$ cat config.mk
export PLATFORM = sky130hd
export DESIGN_NAME = sorted_array_insert_delete
export DESIGN_NICKNAME = d
export VERILOG_FILES = /design/src/said_pkg.sv /design/src/sorted_array_insert_delete.sv /design/src/said_seq.sv /design/src/said_dp.sv
export VERILOG_INCLUDE_DIRS = /design/src /design/src/src
export SDC_FILE = /design/constraint.sdc
export NUM_CORES = 2
export LEC_CHECK = 0
export BUFFER_PORTS_ARGS = -buffer_cell sky130_fd_sc_hd__buf_2
export CAP_MARGIN = 20
export CORE_ASPECT_RATIO = 0.5
export CORE_MARGIN = 3
export CORE_UTILIZATION = 29
export CTS_CLUSTER_DIAMETER = 200
export CTS_CLUSTER_SIZE = 28
export DETAILED_ROUTE_END_ITERATION = 8
export GPL_TIMING_DRIVEN = 0
export PLACE_DENSITY_LB_ADDON = 0.3
export SETUP_SLACK_MARGIN = 0.15
export SYNTH_ARGS = -nofsm -noshare
export SYNTH_HDL_FRONTEND = slang
export SYNTH_HIERARCHICAL = 1
export SYNTH_SLANG_ARGS = --single-unit
$ cat constraint.sdc
create_clock -name clk -period 11.8 [get_ports clk]
set_input_delay 0.59 -clock clk [delete_from_list [all_inputs] [get_ports clk]]
set_output_delay 0.59 -clock clk [all_outputs]
set_load 0.01 [all_outputs]
$ cat src/sorted_array_insert_delete_assert.svh
// Assertion macros for the sorted array block.
`ifndef SORTED_ARRAY_INSERT_DELETE_ASSERT_SVH
`define SORTED_ARRAY_INSERT_DELETE_ASSERT_SVH
`ifndef ASSERT_OFF
`define ASSERT_PROP(label, clk, rst_n, prop, msg) \
    label: assert property (@(posedge clk) disable iff (!rst_n) prop) \
        else $error(msg);
`define ASSERT_NEXT(label, clk, rst_n, trig, cons, msg) \
    label: assert property (@(posedge clk) disable iff (!rst_n) (trig) |=> (cons)) \
        else $error(msg);
`else
`define ASSERT_PROP(label, clk, rst_n, prop, msg)
`define ASSERT_NEXT(label, clk, rst_n, trig, cons, msg)
`endif
`endif

$ cat src/said_pkg.sv
`timescale 1ns / 1ps
package said_pkg;

    localparam logic [1:0] REQ_INSERT = 2'd0;
    localparam logic [1:0] REQ_DELETE = 2'd1;
    localparam logic [1:0] REQ_READ   = 2'd2;

    localparam logic [1:0] ST_OK    = 2'd0;
    localparam logic [1:0] ST_FULL  = 2'd1;
    localparam logic [1:0] ST_RANGE = 2'd2;

    typedef struct packed {
        logic [1:0]         req_type;
        logic signed [31:0] key_value;
        logic [5:0]         read_index;
    } req_t;

    typedef struct packed {
        logic [6:0]         entry_count;
        logic signed [31:0] read_data;
        logic [1:0]         status;
    } rsp_t;

    typedef logic [3:0] upc_t;

    localparam upc_t U_IDLE      = 4'd0;
    localparam upc_t U_INS_INIT  = 4'd1;
    localparam upc_t U_INS_CHK   = 4'd2;
    localparam upc_t U_INS_SHIFT = 4'd3;
    localparam upc_t U_INS_PLACE = 4'd4;
    localparam upc_t U_DEL_INIT  = 4'd5;
    localparam upc_t U_DEL_STEP  = 4'd6;
    localparam upc_t U_DEL_DONE  = 4'd7;
    localparam upc_t U_RD_ISSUE  = 4'd8;
    localparam upc_t U_RD_TAKE   = 4'd9;
    localparam upc_t U_EMIT      = 4'd10;

    typedef enum logic [3:0] {
        OP_NOP,
        OP_INS_INIT,
        OP_INS_SHIFT,
        OP_INS_PLACE,
        OP_DEL_INIT,
        OP_DEL_STEP,
        OP_DEL_DONE,
        OP_RD_ISSUE,
        OP_RD_TAKE,
        OP_EMIT
    } dp_op_t;

    typedef enum logic [2:0] {
        C_ALWAYS,
        C_DISPATCH,
        C_FULL,
        C_PZERO,
        C_INS_EXIT,
        C_SCAN_END,
        C_CNT_ZERO,
        C_OUT_FREE
    } cond_t;

    typedef struct packed {
        dp_op_t op;
        cond_t  cond;
        upc_t   jt;
        upc_t   jf;
    } uword_t;

    typedef struct packed {
        logic full;
        logic p_zero;
        logic ins_exit;
        logic scan_end;
        logic cnt_zero;
        logic out_free;
    } dp_flags_t;

    // Control store: op, branch condition, target if true, target if false.
    function automatic uword_t ucode(input upc_t addr);
        uword_t w;
        case (addr)
            U_IDLE:      w = '{OP_NOP,       C_DISPATCH, U_IDLE,      U_IDLE};
            U_INS_INIT:  w = '{OP_INS_INIT,  C_FULL,     U_EMIT,      U_INS_CHK};
            U_INS_CHK:   w = '{OP_NOP,       C_PZERO,    U_INS_PLACE, U_INS_SHIFT};
            U_INS_SHIFT: w = '{OP_INS_SHIFT, C_INS_EXIT, U_INS_PLACE, U_INS_SHIFT};
            U_INS_PLACE: w = '{OP_INS_PLACE, C_ALWAYS,   U_EMIT,      U_EMIT};
            U_DEL_INIT:  w = '{OP_DEL_INIT,  C_CNT_ZERO, U_DEL_DONE,  U_DEL_STEP};
            U_DEL_STEP:  w = '{OP_DEL_STEP,  C_SCAN_END, U_DEL_DONE,  U_DEL_STEP};
            U_DEL_DONE:  w = '{OP_DEL_DONE,  C_ALWAYS,   U_EMIT,      U_EMIT};
            U_RD_ISSUE:  w = '{OP_RD_ISSUE,  C_ALWAYS,   U_RD_TAKE,   U_RD_TAKE};
            U_RD_TAKE:   w = '{OP_RD_TAKE,   C_ALWAYS,   U_EMIT,      U_EMIT};
            U_EMIT:      w = '{OP_EMIT,      C_OUT_FREE, U_IDLE,      U_EMIT};
            default:     w = '{OP_NOP,       C_ALWAYS,   U_IDLE,      U_IDLE};
        endcase
        return w;
    endfunction

    function automatic upc_t dispatch(input logic [1:0] req_type);
        upc_t t;
        case (req_type)
            REQ_INSERT: t = U_INS_INIT;
            REQ_DELETE: t = U_DEL_INIT;
            REQ_READ:   t = U_RD_ISSUE;
            default:    t = U_EMIT;
        endcase
        return t;
    endfunction

endpackage

$ cat src/sorted_array_insert_delete.sv
`timescale 1ns / 1ps
// An insert walks down from the top, moving entries not below the key, until it meets a smaller
// entry or the bottom, then places the key; a full store rejects the insert without a walk.
// A delete scans every entry and compacts; a read fetches one entry; a stalled result waits.
// One request in flight; the next is accepted once idle, entered as the result is registered.
// Rate is set by the walk: one entry read per cycle, one written on insert, kept ones on delete.
// Reset clears the entry count and the result valid flag; store contents stay undefined.
module sorted_array_insert_delete #(
    parameter int CAPACITY = 64
) (
    input  logic           clk,
    input  logic           rst_n,
    input  logic           req_valid,
    output logic           req_stall,
    input  said_pkg::req_t req,
    output logic           rsp_valid,
    input  logic           rsp_stall,
    output said_pkg::rsp_t rsp
);

    logic                idle;
    logic                accept;
    said_pkg::dp_op_t    op;
    said_pkg::dp_flags_t flags;

    assign req_stall = !idle;
    assign accept    = req_valid && idle;

    said_seq u_seq (
        .clk      (clk),
        .rst_n    (rst_n),
        .accept   (accept),
        .req_type (req.req_type),
        .flags    (flags),
        .op       (op),
        .idle     (idle)
    );

    said_dp #(
        .CAPACITY (CAPACITY)
    ) u_dp (
        .clk       (clk),
        .rst_n     (rst_n),
        .load      (accept),
        .req       (req),
        .op        (op),
        .flags     (flags),
        .rsp_valid (rsp_valid),
        .rsp_stall (rsp_stall),
        .rsp       (rsp)
    );

endmodule

$ cat src/said_seq.sv
`timescale 1ns / 1ps
module said_seq (
    input  logic                clk,
    input  logic                rst_n,
    input  logic                accept,
    input  logic [1:0]          req_type,
    input  said_pkg::dp_flags_t flags,
    output said_pkg::dp_op_t    op,
    output logic                idle
);

    said_pkg::upc_t   upc_reg;
    said_pkg::upc_t   upc_next;
    said_pkg::uword_t uw;
    logic             take;

    assign uw   = said_pkg::ucode(upc_reg);
    assign op   = uw.op;
    assign idle = (upc_reg == said_pkg::U_IDLE);

    always_comb
    begin
        case (uw.cond)
            said_pkg::C_ALWAYS:   take = 1'b1;
            said_pkg::C_DISPATCH: take = accept;
            said_pkg::C_FULL:     take = flags.full;
            said_pkg::C_PZERO:    take = flags.p_zero;
            said_pkg::C_INS_EXIT: take = flags.ins_exit;
            said_pkg::C_SCAN_END: take = flags.scan_end;
            said_pkg::C_CNT_ZERO: take = flags.cnt_zero;
            said_pkg::C_OUT_FREE: take = flags.out_free;
            default:              take = 1'b1;
        endcase
        if (uw.cond == said_pkg::C_DISPATCH)
        begin
            upc_next = take ? said_pkg::dispatch(req_type) : uw.jf;
        end
        else
        begin
            upc_next = take ? uw.jt : uw.jf;
        end
    end

    always_ff @(posedge clk or negedge rst_n)
    begin
        if (!rst_n)
        begin
            upc_reg <= said_pkg::U_IDLE;
        end
        else
        begin
            upc_reg <= upc_next;
        end
    end

endmodule

$ cat src/said_dp.sv
`timescale 1ns / 1ps
`include "sorted_array_insert_delete_assert.svh"
module said_dp #(
    parameter int CAPACITY = 64
) (
    input  logic                clk,
    input  logic                rst_n,
    input  logic                load,
    input  said_pkg::req_t      req,
    input  said_pkg::dp_op_t    op,
    output said_pkg::dp_flags_t flags,
    output logic                rsp_valid,
    input  logic                rsp_stall,
    output said_pkg::rsp_t      rsp
);

    localparam int IW = (CAPACITY > 1) ? $clog2(CAPACITY) : 1;
    localparam int CW = $clog2(CAPACITY + 1);
    localparam int XW = CW + 6;
    localparam logic [CW-1:0] CAP_C = CW'(CAPACITY);

    logic signed [31:0] store_reg [CAPACITY];

    logic signed [31:0] key_reg, key_next;
    logic [5:0]         idx_reg, idx_next;
    logic [CW-1:0]      p_reg, p_next;
    logic [CW-1:0]      k_reg, k_next;
    logic [CW-1:0]      cnt_reg, cnt_next;
    logic signed [31:0] rd_data_reg;
    logic signed [31:0] res_data_reg, res_data_next;
    logic [1:0]         status_reg, status_next;
    logic               out_valid_reg, out_valid_next;
    said_pkg::rsp_t     rsp_reg, rsp_next;

    logic               mem_we;
    logic [IW-1:0]      mem_waddr;
    logic signed [31:0] mem_wdata;
    logic               rd_en;
    logic [IW-1:0]      rd_addr;

    logic               less;
    logic               in_range;
    logic               emit;
    logic [XW-1:0]      idx_wide;
    logic [XW-1:0]      cnt_wide;
    logic [CW-1:0]      cnt_m1;
    logic [CW-1:0]      p_m1;
    logic [CW-1:0]      p_m2;
    logic [CW+6:0]      cnt_ext;

    assign less     = rd_data_reg < key_reg;
    assign idx_wide = XW'(idx_reg);
    assign cnt_wide = XW'(cnt_reg);
    assign in_range = idx_wide < cnt_wide;
    assign cnt_m1   = cnt_reg - CW'(1);
    assign p_m1     = p_reg - CW'(1);
    assign p_m2     = p_reg - CW'(2);
    assign cnt_ext  = (CW + 7)'(cnt_reg);

    assign flags.full     = cnt_reg >= CAP_C;
    assign flags.p_zero   = (p_reg == '0);
    assign flags.ins_exit = less || (p_reg == CW'(1));
    assign flags.scan_end = (p_reg == cnt_reg);
    assign flags.cnt_zero = (cnt_reg == '0);
    assign flags.out_free = !out_valid_reg || !rsp_stall;

    assign emit      = (op == said_pkg::OP_EMIT) && flags.out_free;
    assign rsp_valid = out_valid_reg;
    assign rsp       = rsp_reg;

    always_comb
    begin
        key_next      = key_reg;
        idx_next      = idx_reg;
        p_next        = p_reg;
        k_next        = k_reg;
        cnt_next      = cnt_reg;
        res_data_next = res_data_reg;
        status_next   = status_reg;
        mem_we        = 1'b0;
        mem_waddr     = '0;
        mem_wdata     = '0;
        rd_en         = 1'b0;
        rd_addr       = '0;
        rsp_next      = rsp_reg;

        if (load)
        begin
            key_next      = req.key_value;
            idx_next      = req.read_index;
            res_data_next = '0;
            status_next   = said_pkg::ST_OK;
        end

        case (op)
            said_pkg::OP_INS_INIT:
            begin
                p_next      = cnt_reg;
                rd_en       = 1'b1;
                rd_addr     = cnt_m1[IW-1:0];
                status_next = flags.full ? said_pkg::ST_FULL : said_pkg::ST_OK;
            end
            said_pkg::OP_INS_SHIFT:
            begin
                // walk down from the top, moving entries not below the key
                if (!less)
                begin
                    mem_we    = 1'b1;
                    mem_waddr = p_reg[IW-1:0];
                    mem_wdata = rd_data_reg;
                    p_next    = p_m1;
                    rd_en     = 1'b1;
                    rd_addr   = p_m2[IW-1:0];
                end
            end
            said_pkg::OP_INS_PLACE:
            begin
                mem_we    = 1'b1;
                mem_waddr = p_reg[IW-1:0];
                mem_wdata = key_reg;
                cnt_next  = cnt_reg + CW'(1);
            end
            said_pkg::OP_DEL_INIT:
            begin
                p_next  = CW'(1);
                k_next  = '0;
                rd_en   = 1'b1;
                rd_addr = '0;
            end
            said_pkg::OP_DEL_STEP:
            begin
                if (rd_data_reg != key_reg)
                begin
                    mem_we    = 1'b1;
                    mem_waddr = k_reg[IW-1:0];
                    mem_wdata = rd_data_reg;
                    k_next    = k_reg + CW'(1);
                end
                rd_en   = 1'b1;
                rd_addr = p_reg[IW-1:0];
                p_next  = p_reg + CW'(1);
            end
            said_pkg::OP_DEL_DONE:
            begin
                cnt_next = k_reg;
            end
            said_pkg::OP_RD_ISSUE:
            begin
                rd_en   = 1'b1;
                rd_addr = idx_wide[IW-1:0];
            end
            said_pkg::OP_RD_TAKE:
            begin
                if (in_range)
                begin
                    res_data_next = rd_data_reg;
                end
                else
                begin
                    status_next = said_pkg::ST_RANGE;
                end
            end
            said_pkg::OP_EMIT:
            begin
                rsp_next.entry_count = cnt_ext[6:0];
                rsp_next.read_data   = res_data_reg;
                rsp_next.status      = status_reg;
            end
            default:
            begin
            end
        endcase

        out_valid_next = (out_valid_reg && rsp_stall) || emit;
        if (!emit)
        begin
            rsp_next = rsp_reg;
        end
    end

    always_ff @(posedge clk)
    begin
        if (mem_we)
        begin
            store_reg[mem_waddr] <= mem_wdata;
        end
        if (rd_en)
        begin
            rd_data_reg <= store_reg[rd_addr];
        end
    end

    always_ff @(posedge clk)
    begin
        key_reg      <= key_next;
        idx_reg      <= idx_next;
        p_reg        <= p_next;
        k_reg        <= k_next;
        res_data_reg <= res_data_next;
        status_reg   <= status_next;
        rsp_reg      <= rsp_next;
    end

    always_ff @(posedge clk or negedge rst_n)
    begin
        if (!rst_n)
        begin
            cnt_reg       <= '0;
            out_valid_reg <= 1'b0;
        end
        else
        begin
            cnt_reg       <= cnt_next;
            out_valid_reg <= out_valid_next;
        end
    end

    `ASSERT_PROP(a_cnt_bound, clk, rst_n, cnt_reg <= CAP_C, "entry count above capacity")
    `ASSERT_NEXT(a_ins_grow, clk, rst_n, op == said_pkg::OP_INS_PLACE, cnt_reg == $past(cnt_reg) + CW'(1), "insert did not grow count")
    `ASSERT_PROP(a_del_keep, clk, rst_n, (op == said_pkg::OP_DEL_STEP) |-> (k_reg < p_reg), "compaction write overtook scan")

endmodule
==> impl_metrics.toml <==
[status]
status = "finished clean"

[synthesis]
yosysSeqAreaShare = 0.747
synth_area_sq_um = 88600
synth_area_leaders = "edfxtp_1 74%, nand2_1 6.9%, a311oi_1 2.8%"
syn_avg_cell_area_sq_um = 13.9
ys_warn_count = 6
synth.most_common_cell = "edfxtp_1"
async_reset_ff_frac = 0.00541
synth_top_area_frac = 0.736
ys_ff_latch = 2219
synth_area_leader_cell = "edfxtp_1"
syn-num-nets = 6469
postSynthCellCount = 6371
synth-edff-count = 2173
synth.distinct_cells = 82
synth_common_cells = "2173 x edfxtp_1, 1618 x nand2_1, 323 x and3_1"
ys.flop_type = "edfxtp_1"

[setup_path]
path_cells = "inv_1 > ha_1 > nor2_1 > inv_1 > a21oi_1 > o22ai_1 > clkbuf_1 > inv_1 > nor2_1 > nand2_1 > o22ai_1 > a21oi_1 > clkbuf_1 > clkbuf_1 > nand2_1 > a21oi_2 > buf_2 > clkbuf_1 > nand3_1 > o2111ai_1 > a41oi_1"
path_common_cell = "clkbuf_1"
end_kind = "flip-flop"
critPathKind = "reg2reg"
cp_slowest_cell = "clkbuf_1"
crit_family = "buffers and inverters"
slowest_delay_ns = 0.93
critPathBufInv = 8
worstPathRequired_ns = 12.18
path_max_fanout = 10
startpoint_type = "flip-flop"
arrival_ns = 8.17

[timing]
worstMarginPinSlew_ns = 1.42
slew_headroom = 0.0477
maxSlewViolCount = 0
layout_min_cycle_time_ns = 7.79
fin_ws_ns = 4.01
rsz0062_at_grt = "false"
final_hold_viol_count = 0
fmax_mhz = 128
fin_crit_sh = 0.661
skew_ns = 0.0670
fin_tns_setup_ns = 0
finalSetupViolCount = 0

[global_route]
grt_pass1_vias = 53400
grt-ovfl-total = 0
grt_max_degree = 65
track_usage = 0.185
grt_pass1_wl_mm = 416
grt_antenna_before_repair = 30

[drt]
dr_total_vias = 57700
drcViolationCount = 0
drt-pass1-iter-count = 6
drt_wl_total_mm = 300
ant_nets = 0
routedWlPerCell_um = 27.8
first_iter_violations = 8282
post_drt_via_cell_ratio = 5.33

[cts]
cts_buffers = 89
ctsResizeCount = 0
postCtsSetupRepairBufs = 0
hold_buffers = 32
htree_levels = 3
cts_tree = "built"
clk_path_buf_depth = 3
clkLatencyLatePin_ns = 0.79
clock-sinks = 2219
clockRootBuffer = "clkbuf_16"
path_clk_slew_ns = 0.13

[cells_and_area]
seq_area_sq_um = 66200
largest_reg_flops = 2048
layout-drive-gt1-share = 0.106
area_growth_pct = 14.2
num-nets-final = 6855
fillCellCount = 29300
multiInputGateArea_sq_um = 21200

[place]
preCtsSetupSlack_ns = 4.23
place.port_buffers = 86
dpl.hpwl_mm = 222
place.gp.congestion = 0.920

[die]
rows = 142
die_h_um = 397
ios = 87
die_area_sq_um = 313000
initial_core_util = 0.294
coreArea_sq_um = 302000
die_width_um = 788

[flow_run]
cap_violations = 0

[hold_path]
hold_class = "in2reg"
## worst register-to-register path, delay by kind of cell, from the launching register on
family / cells / cell delay (ns)
AOI/OAI and AO/OA: 7 / 2.39
adders and majority gates: 1 / 0.28
buffers and inverters: 8 / 3.33
DFF: 1 / 0.42
and+or+nand+nor: 5 / 0.99
## worst paths after layout
| check | startpoint | end | slack, ns | cells past startpoint |
|---|---|---|---|---|
| max in group asynchronous | rst_n | u_dp/cnt_reg[5]$_DFFE_PN0P_ | 11.24 | 2 |
| max | u_seq/upc_reg[1]$_DFF_PN0_ | u_dp/rd_data_reg[2]$_DFFE_PP_ | 4.01 | 21 |
| min in group asynchronous | rst_n | u_seq/upc_reg[0]$_DFF_PN0_ | 0.25 | 2 |
| min | req[8] | u_dp/key_reg[2]$_DFFE_PP_ | 0.06 | 1 |
| max reg2reg | u_seq/upc_reg[1]$_DFF_PN0_ | u_dp/rd_data_reg[2]$_DFFE_PP_ | 4.01 | 21 |
| min reg2reg | u_dp/cnt_reg[5]$_DFFE_PN0P_ | u_dp/rsp[39]$_DFFE_PP_ | 0.45 | 0 |
## metal layers
layer  wire length (um)  GRT usage
met4              10800     0.0583
met2             130000      0.278
met5                 20          0
met3              30100     0.0364
met1             130000      0.270
## final cells by class
type | instances | share of cell area
well taps | 4032 | 0.0498
clock buffers | 110 | 0.0232
flip-flops and latches | 2219 | 0.654
repair buffers | 295 | 0.0407
diodes | 8 | 0.000198
inverters | 57 | 0.00216
plain buffers | 442 | 0.0196
multi-input cells | 3653 | 0.209
clock inverters | 5 | 0.00101
## cells by family (layout without fill, tap and decap cells)
| kind of cell | count (synthesis) | after routing | share of synthesized area |
|---|---|---|---|
| simple gates | 2549 | 2549 | 0.127 |
| other cells | 0 | 8 | 0 |
| fa+ha+maj | 54 | 54 | 0.00762 |
| mux | 73 | 73 | 0.00827 |
| xor+xnor | 25 | 25 | 0.00247 |
| flops | 2219 | 2219 | 0.747 |
| compound gates | 952 | 952 | 0.0823 |
| buf+inv | 499 | 909 | 0.0249 |
## cell usage in the layout, fill, tap and decap left out, types with 12 or more instances in the layout
| cell | count |
|---|---|
| o21ai_0 | 62 |
| dfrtp_1 | 12 |
| nand3_1 | 283 |
| nor4_2 | 16 |
| dfxtp_1 | 34 |
| edfxtp_1 | 2173 |
| nand4_1 | 71 |
| a211oi_1 | 224 |
| nor3_1 | 43 |
| dlygate4sd3_1 | 32 |
| buf_1 | 13 |
| o21ai_4 | 31 |
| o221ai_1 | 33 |
| o2111ai_1 | 31 |
| nor2_1 | 42 |
| a311oi_1 | 280 |
| buf_12 | 93 |
| buf_16 | 41 |
| clkbuf_1 | 234 |
| nand2_1 | 1618 |
| and3_1 | 322 |
| a21oi_1 | 34 |
| clkbuf_16 | 91 |
| buf_2 | 292 |
| xnor2_1 | 18 |
| nor4_1 | 48 |
| a22oi_1 | 14 |
| mux2i_1 | 71 |
| inv_1 | 55 |
| a41oi_1 | 31 |
| buf_4 | 34 |
| ha_1 | 54 |
| a31oi_1 | 101 |
| nor2_4 | 64 |
| a21o_1 | 36 |
## metrics by stage
step	hold WS (ns)	cell area (sq um)	util	std cells
after floorplan	0.294	88600	-	6371
after global placement	0.417	94100	0.312	10500
after detailed placement	0.421	98400	0.326	10700
after CTS	0.0147	101000	0.335	10800
after global routing	0.0177	101000	0.335	10800
final	0.0578	101000	0.335	10800
Power is left out: the tool's default activity adds up to more than one toggle a clock period on the data nets, which glitch-free logic cannot reach.
